[src/rtl/core/ddo_pkg.sv]
`timescale 1ns / 1ps
// ----------------------------------------------------------------------------
// ddo_pkg
// Shared widths, register codes, cordic types and the arctangent table for
// the differential drive odometry block.
// ----------------------------------------------------------------------------
package ddo_pkg;

    // trig and position format
    localparam int TRIG_STAGES        = 16;
    localparam int MAX_STAGES         = 24;
    localparam int POSITION_FRAC_BITS = 16;

    // field widths
    localparam int COUNT_W    = 32;
    localparam int POS_W      = 32;
    localparam int ANGLE_W    = 32;
    localparam int DPT_W      = 24;
    localparam int APT_W      = 28;
    localparam int CFG_DATA_W = 28;
    localparam int CFG_IDX_W  = 1;

    // register indexes and reset values
    localparam logic [CFG_IDX_W-1:0] CFG_DIST_PER_TICK  = CFG_IDX_W'(0);
    localparam logic [CFG_IDX_W-1:0] CFG_ANGLE_PER_TICK = CFG_IDX_W'(1);
    localparam logic [DPT_W-1:0]     DPT_RESET          = DPT_W'(34953);
    localparam logic [APT_W-1:0]     APT_RESET          = APT_W'(17801007);

    // cordic vector, Q2.30
    localparam int CV_W      = 32;
    localparam int TRIG_FRAC = 30;
    localparam int STAGE_W   = $clog2(TRIG_STAGES);
    localparam logic signed [CV_W-1:0] CORDIC_GAIN = CV_W'(652032875);

    // shared multiplier, split into two half-width passes
    localparam int MUL_W      = 34;
    localparam int MUL_HALF   = MUL_W / 2;
    localparam int PROD_W     = 2 * MUL_W;
    localparam int DIST_W     = 34;
    localparam int DIST_SHIFT = 25 - POSITION_FRAC_BITS;
    localparam int INC_W      = PROD_W - TRIG_FRAC;

    typedef struct packed {
        logic [1:0]                quad;
        logic signed [CV_W-1:0]    x;
        logic signed [CV_W-1:0]    y;
        logic signed [ANGLE_W-1:0] z;
    } t_cvec;

    // atan(2^-k) in binary angle units of a full turn 2^32
    function automatic logic signed [ANGLE_W-1:0] atan_of(input int unsigned k);
        logic signed [ANGLE_W-1:0] v;
        unique case (k)
            0:       v = ANGLE_W'(32'h2000_0000);
            1:       v = ANGLE_W'(32'h12E4_051E);
            2:       v = ANGLE_W'(32'h09FB_385B);
            3:       v = ANGLE_W'(32'h0511_11D4);
            4:       v = ANGLE_W'(32'h028B_0D43);
            5:       v = ANGLE_W'(32'h0145_D7E1);
            6:       v = ANGLE_W'(32'h00A2_F61E);
            7:       v = ANGLE_W'(32'h0051_7C55);
            8:       v = ANGLE_W'(32'h0028_BE53);
            9:       v = ANGLE_W'(32'h0014_5F2F);
            10:      v = ANGLE_W'(32'h000A_2F98);
            11:      v = ANGLE_W'(32'h0005_17CC);
            12:      v = ANGLE_W'(32'h0002_8BE6);
            13:      v = ANGLE_W'(32'h0001_45F3);
            14:      v = ANGLE_W'(32'h0000_A2F9);
            15:      v = ANGLE_W'(32'h0000_517C);
            16:      v = ANGLE_W'(32'h0000_28BE);
            17:      v = ANGLE_W'(32'h0000_145F);
            18:      v = ANGLE_W'(32'h0000_0A2F);
            19:      v = ANGLE_W'(32'h0000_0517);
            20:      v = ANGLE_W'(32'h0000_028B);
            21:      v = ANGLE_W'(32'h0000_0145);
            22:      v = ANGLE_W'(32'h0000_00A2);
            23:      v = ANGLE_W'(32'h0000_0051);
            default: v = '0;
        endcase
        return v;
    endfunction

endpackage

[src/rtl/core/ddo_mul.sv]
`timescale 1ns / 1ps
// ----------------------------------------------------------------------------
// ddo_mul
// Signed 34 x 34 multiplier built from two half-width passes with a
// registered accumulator. Operands must hold from start until done.
// ----------------------------------------------------------------------------
module ddo_mul (
    input  logic                               i_clk,
    input  logic                               i_rst_n,
    input  logic                               i_start,
    input  logic signed [ddo_pkg::MUL_W-1:0]   i_a,
    input  logic signed [ddo_pkg::MUL_W-1:0]   i_b,
    output logic                               o_done,
    output logic signed [ddo_pkg::PROD_W-1:0]  o_prod
);
    import ddo_pkg::*;

    localparam int LO_W = MUL_HALF + 1;
    localparam int HI_W = MUL_W - MUL_HALF;

    typedef enum logic [1:0] {
        MS_IDLE,
        MS_LO,
        MS_HI
    } t_mstate;

    t_mstate r_state;
    logic    r_done;
    logic signed [PROD_W-1:0] r_prod;

    logic signed [LO_W-1:0]       lo_op;
    logic signed [HI_W-1:0]       hi_op;
    logic signed [MUL_W+LO_W-1:0] p_lo;
    logic signed [MUL_W+HI_W-1:0] p_hi;

    always_comb begin
        lo_op = $signed({1'b0, i_b[MUL_HALF-1:0]});
        hi_op = $signed(i_b[MUL_W-1:MUL_HALF]);
        p_lo  = i_a * lo_op;
        p_hi  = i_a * hi_op;
    end

    always_ff @(posedge i_clk) begin
        if (!i_rst_n) begin
            r_state <= MS_IDLE;
            r_done  <= 1'b0;
        end else begin
            r_done <= (r_state == MS_HI);
            unique case (r_state)
                MS_IDLE: begin
                    if (i_start) begin
                        r_state <= MS_LO;
                    end
                end
                MS_LO: begin
                    r_prod  <= PROD_W'(p_lo);
                    r_state <= MS_HI;
                end
                MS_HI: begin
                    // upper half of b carries the sign
                    r_prod  <= r_prod + (PROD_W'(p_hi) <<< MUL_HALF);
                    r_state <= MS_IDLE;
                end
                default: r_state <= MS_IDLE;
            endcase
        end
    end

    assign o_done = r_done;
    assign o_prod = r_prod;

endmodule

[config.mk]
export PLATFORM = sky130hd
export DESIGN_NAME = ddo_mul
export DESIGN_NICKNAME = d
export VERILOG_FILES = /design/src/rtl/core/ddo_pkg.sv /design/src/rtl/core/ddo_mul.sv
export SDC_FILE = /design/constraint.sdc
export NUM_CORES = 2
export LEC_CHECK = 0
export BUFFER_PORTS_ARGS = -buffer_cell sky130_fd_sc_hd__buf_2
export CORE_MARGIN = 8
export CORE_UTILIZATION = 40
export DETAILED_ROUTE_END_ITERATION = 8
export HOLD_SLACK_MARGIN = 0.08
export PLACE_DENSITY = 0.6
export SETUP_SLACK_MARGIN = 0.5
export SYNTH_ARGS = -nofsm -noshare
export SYNTH_HDL_FRONTEND = slang
export SYNTH_SLANG_ARGS = --single-unit
export TNS_END_PERCENT = 20
[constraint.sdc]
create_clock -name i_clk -period 12 [get_ports i_clk]
set_input_delay 1.2 -clock i_clk [delete_from_list [all_inputs] [get_ports i_clk]]
set_output_delay 1.2 -clock i_clk [all_outputs]
set_load 0.01 [all_outputs]
# [Word level (Yosys, flattened, before mapping)]
# Cells that the tools add are included.
[word_totals] regBits=71 wordCells=15 input_bits=71
[op_classes] n_mux=3 n_reduce_logical=3 multipliers=2 add_sub_neg=1 eq_ne=3
[op_table] operator="$pmux 68 s2" n=1
[op_table] operator="$add 68x68->68" n=1
[op_table] operator="$mul 34x18->52" n=1
[op_table] operator="$mul 34x17->51" n=1
[op_table] operator="$pmux 2 s2" n=1
[op_table] operator="$eq 2x1->1 const B" n=1
[op_table] operator="$eq 2x2->1 const B" n=1
[op_table] operator="$logic_not 2->1" n=1
[op_table] operator="$mux 2" n=1
[op_table] operator="$ne 2x2->1 const B" n=1
[op_table] operator="$reduce_and 2->1" n=1
[op_table] operator="$reduce_bool 2->1" n=1

# [Longest topological paths before layout]
[logic_depth] ltp_word=3 depth_mapped=36 depth_no_buf=34

# [Worst setup path after synthesis]
# No wires, ideal clock.
[synth_timing] kind="input port to flip-flop" startpoint="input i_b[25] (netlist bit)" endpoint="register r_prod[61], in the netlist o_prod[61], data pin" path_stages=34 required_ns=11.741 setup_slack_ns=2.979 arrival_ns=8.762 path_buffers=3 cell_sequence="clkbuf_1 clkbuf_1 nand2_1 fa_1 inv_1 fa_1 fa_1 fa_1 fa_1 inv_1 fa_1 inv_1 ha_1 a211o_1 a21oi_1 nand2_1 o211a_1 a21o_1 a21oi_1 o21bai_1 a21oi_1 xnor2_1 ha_1 clkbuf_1 a21oi_1 a21boi_0 a311o_1 a22oi_1 a211oi_2 nor2_1 o21ai_2 a221oi_2 mux2i_1 a211o_1"
[synth_via] elab_chain_len=3
[synth_rtl] element="start: declaration" line_no="ddo_mul.sv:12" source="input logic signed [ddo_pkg::MUL_W-1:0] i_b,"
[synth_rtl] element="$mul 34x17->51" line_no="ddo_mul.sv:40" source="p_hi = i_a * hi_op;"
[synth_rtl] element="$add 68x68->68" line_no="ddo_mul.sv:61" source="r_prod <= r_prod + (PROD_W'(p_hi) <<< MUL_HALF);"
[synth_rtl] element="$pmux 68 s2" line_no="ddo_mul.sv:49" source="unique case (r_state)"
[synth_rtl] element="end signal: assignment" line_no="ddo_mul.sv:56" source="r_prod <= PROD_W'(p_lo);"
[synth_rtl] element="end signal: assignment" line_no="ddo_mul.sv:61"
[synth_rtl] element="end: declaration" line_no="ddo_mul.sv:29" source="logic signed [PROD_W-1:0] r_prod;"
# No other way between the ends.
# A chain may end at the register's enable or synchronous reset.

# [Worst setup path in the final report]
[layout_timing] startpoint="input i_b[25] (netlist bit)" endpoint="register r_prod[66], in the netlist o_prod[66], data pin"
# The elaborated chain is that of the path after synthesis.

==> results.md <==
- Synth Net Count: 6576
- Total gr overflow: 0
- Ratio of cells with drive above 1 in the final layout: 4.14%
- Max stage delay on crit path: 0.58 ns
- Mapped Area: 0.0453 mm^2
- CTS tree: yes
- Clock-pin slew on the worst setup and hold paths: 0.07 ns
- Final ANT Viol Nets: 0
- Fillers: 11400
- Final Skew: 0.00560 ns
- Port Buffers: 139
- Detailed Routing Iterations Pass 1: 6
- Via count: 33300
- CTS Root Cell: clkbuf_16
- CTS max path bufs: 2
- Status: completed
- Final Util: 42.1%
- Most frequent cells in the layout: inv_1 (1229), fa_1 (1103), nand2_1 (783)
- Fin. Hold Viols: 0
- CTS Buf Count: 9
- Initial antenna violation count: 12
- Fin crit period: 9.92 ns
- Cell family with most CP delay: adder cells
- Fin crit share: 82.7%
- Core area: 0.112 mm^2
- Area grow syn2layout: 4.56%
- Post-synth ARST share: 0%
- Final WL: 122 mm
- Via density: 5.10
- Clock Latency Late Sink: 0.37 ns
- Num rows: 123
- Post-CTS Setup Inserts: 0
- H-tree Lvls: 3
- Worst EP required: 12.13 ns
- Final Setup Violations: 0
- Synth cell types: 87
- Mapped Cells: 5101
- Top_reg_cell synth: edfxtp_1
- Residual DRC count: 0
- Initial core utilization: 40.3%
- Cell mode on critical path: fa_1
- Most common cell after layout, fill and taps aside: inv_1
- Total GRT Usage: 19.8%
- Critical path class: primary input to flip-flop
- FF+latch count, synth: 71
- Crit path max fanout: 34
- CP max stage cell: buf_2
- Worst Tran Pin Value: 1.06 ns
- Die area: 0.124 mm^2
- CP Capture Type: flip-flop
- Chip width: 352 um
- Fmax: 0.101 GHz
- HPWL Detailed: 100 mm
- GP Congestion: 0.912
- Resized cells post-CTS: 0
- Relative slew slack: 29.7%
- Seq/Total Area, Yosys: 4.64%
- Avg Inst Size Synth: 8.88 um^2
- Setup_tns: 0 ns
- First-pass GRT wire length: 197 mm
- EDFF count, synth: 68
- Wire per inst: 18.7 um
- Largest net degree at the start of global routing: 74
- Fin nets: 6495
- Hold Path Class: flip-flop to flip-flop
- WP buf/inv: 6
- Initial DRC count: 1995
- Hold Buf Count CTS: 0
- Crit start category: primary input
- Synth warn: 0
- Max-Cap Viols: 0
- # IOs: 140
- Unrepaired setup endpoints after global routing: false
- Die H: 352 um
- Max Slew Vio Count: 0
- Vias in the first global route: 36000
- CP arrival: 10.05 ns
- Sink Count: 71
-- final cells by class --
class / instances / area, um^2 / share of cell area [%]
Timing Repair Buffer: 163 / 876 / 1.85
Clock buffer: 10 / 229 / 0.484
Tap cell: 1500 / 1880 / 3.96
Multi-Input combinational cell: 3546 / 37600 / 79.4
Antenna cell: 6 / 15.0 / 0.0317
Sequential cell: 71 / 2100 / 4.44
Clock inverter: 6 / 45.0 / 0.0951
Inverter: 1229 / 4610 / 9.74
-- through the flow --
step	instance area (um^2)	instances	worst slack [ns]	hold slack, ns
floorplan	45300	5101	2.98	0.509
global placement	47100	6509	1.82	0.552
detailed placement	47100	6509	1.79	0.565
CTS	47300	6525	2.14	0.584
global route	47300	6528	1.58	0.612
finish	47300	6531	2.08	0.579
-- cell families after synthesis --
kind of cell | synth area share [%]
AO/OA/AOI/OAI | 7.20
XOR/XNOR | 2.82
adder cells (fa/ha/maj) | 57.1
buffers and inverters | 12.4
flip-flops | 4.64
multiplexers | 0.166
AND/OR/NAND/NOR | 15.7
-- final timing paths --
path | startpoint | end | slack [ns] | cells after the start
hold / removal | r_state[1]$_SDFFE_PN0P_ | r_state[1]$_SDFFE_PN0P_ | 0.58 | 2
setup reg to reg | o_prod[17]$_DFFE_PP_ | o_prod[47]$_DFFE_PP_ | 8.20 | 12
setup / recovery | i_b[25] | o_prod[66]$_DFFE_PP_ | 2.08 | 33
hold reg to reg | r_state[1]$_SDFFE_PN0P_ | r_state[1]$_SDFFE_PN0P_ | 0.58 | 2
-- metal layers --
layer	up-vias	GRT usage [%]	part of all wire (%)
met2	809	36.6	53
met3	176	1.82	3.8
li1	14900	-	-
met1	17400	24.1	40
met4	4	6.41	3.7
met5	-	0	0.021
-- worst register-to-register path, stage by stage, from the launching register on --
cell and delay [ns]:
edfxtp_1 0.39, ha_1 0.26, fa_1 0.46, a211o_1 0.31, o211ai_1 0.21, a211o_1 0.30, nand4_1 0.20, a21oi_2 0.25
o21ai_1 0.16, a211oi_1 0.32, nor2_1 0.11, o2111a_1 0.25, or3_1 0.33
-- synthesized netlist by cell type (5+ instances only) --
| library cell | n | area, um^2 |
|---|---|---|
| a211o_1 | 12 | 105 |
| a211oi_1 | 24 | 180 |
| a21boi_0 | 5 | 37.5 |
| a21o_1 | 95 | 713 |
| a21oi_1 | 128 | 641 |
| a31o_2 | 6 | 52.6 |
| a31oi_1 | 15 | 93.8 |
| and2_1 | 455 | 2850 |
| and3_1 | 15 | 93.8 |
| and4_1 | 5 | 43.8 |
| clkbuf_1 | 246 | 923 |
| edfxtp_1 | 68 | 2040 |
| fa_1 | 1103 | 22100 |
| ha_1 | 301 | 3770 |
| inv_1 | 1229 | 4610 |
| mux2i_1 | 6 | 60.1 |
| nand2_1 | 783 | 2940 |
| nand2b_1 | 20 | 125 |
| nand3_1 | 34 | 170 |
| nand4_1 | 17 | 106 |
| nor2_1 | 107 | 402 |
| nor2b_1 | 15 | 93.8 |
| nor3_1 | 15 | 75.1 |
| o211ai_1 | 5 | 37.5 |
| o21a_1 | 18 | 135 |
| o21ai_0 | 92 | 460 |
| o21ai_1 | 7 | 35.0 |
| o21bai_1 | 19 | 143 |
| o31ai_1 | 13 | 97.6 |
| or2_2 | 5 | 31.3 |
| or3_1 | 7 | 43.8 |
| or4_1 | 5 | 37.5 |
| xnor2_1 | 93 | 815 |
| xor2_1 | 53 | 464 |
-- registers in the layout, indices dropped and copies added, names as in the netlist --
signal   count
o_prod      68
r_state      2
o_done       1
Power is not shown: default switching activity piles up to over one toggle a cycle in this logic, so the estimate is an artifact.
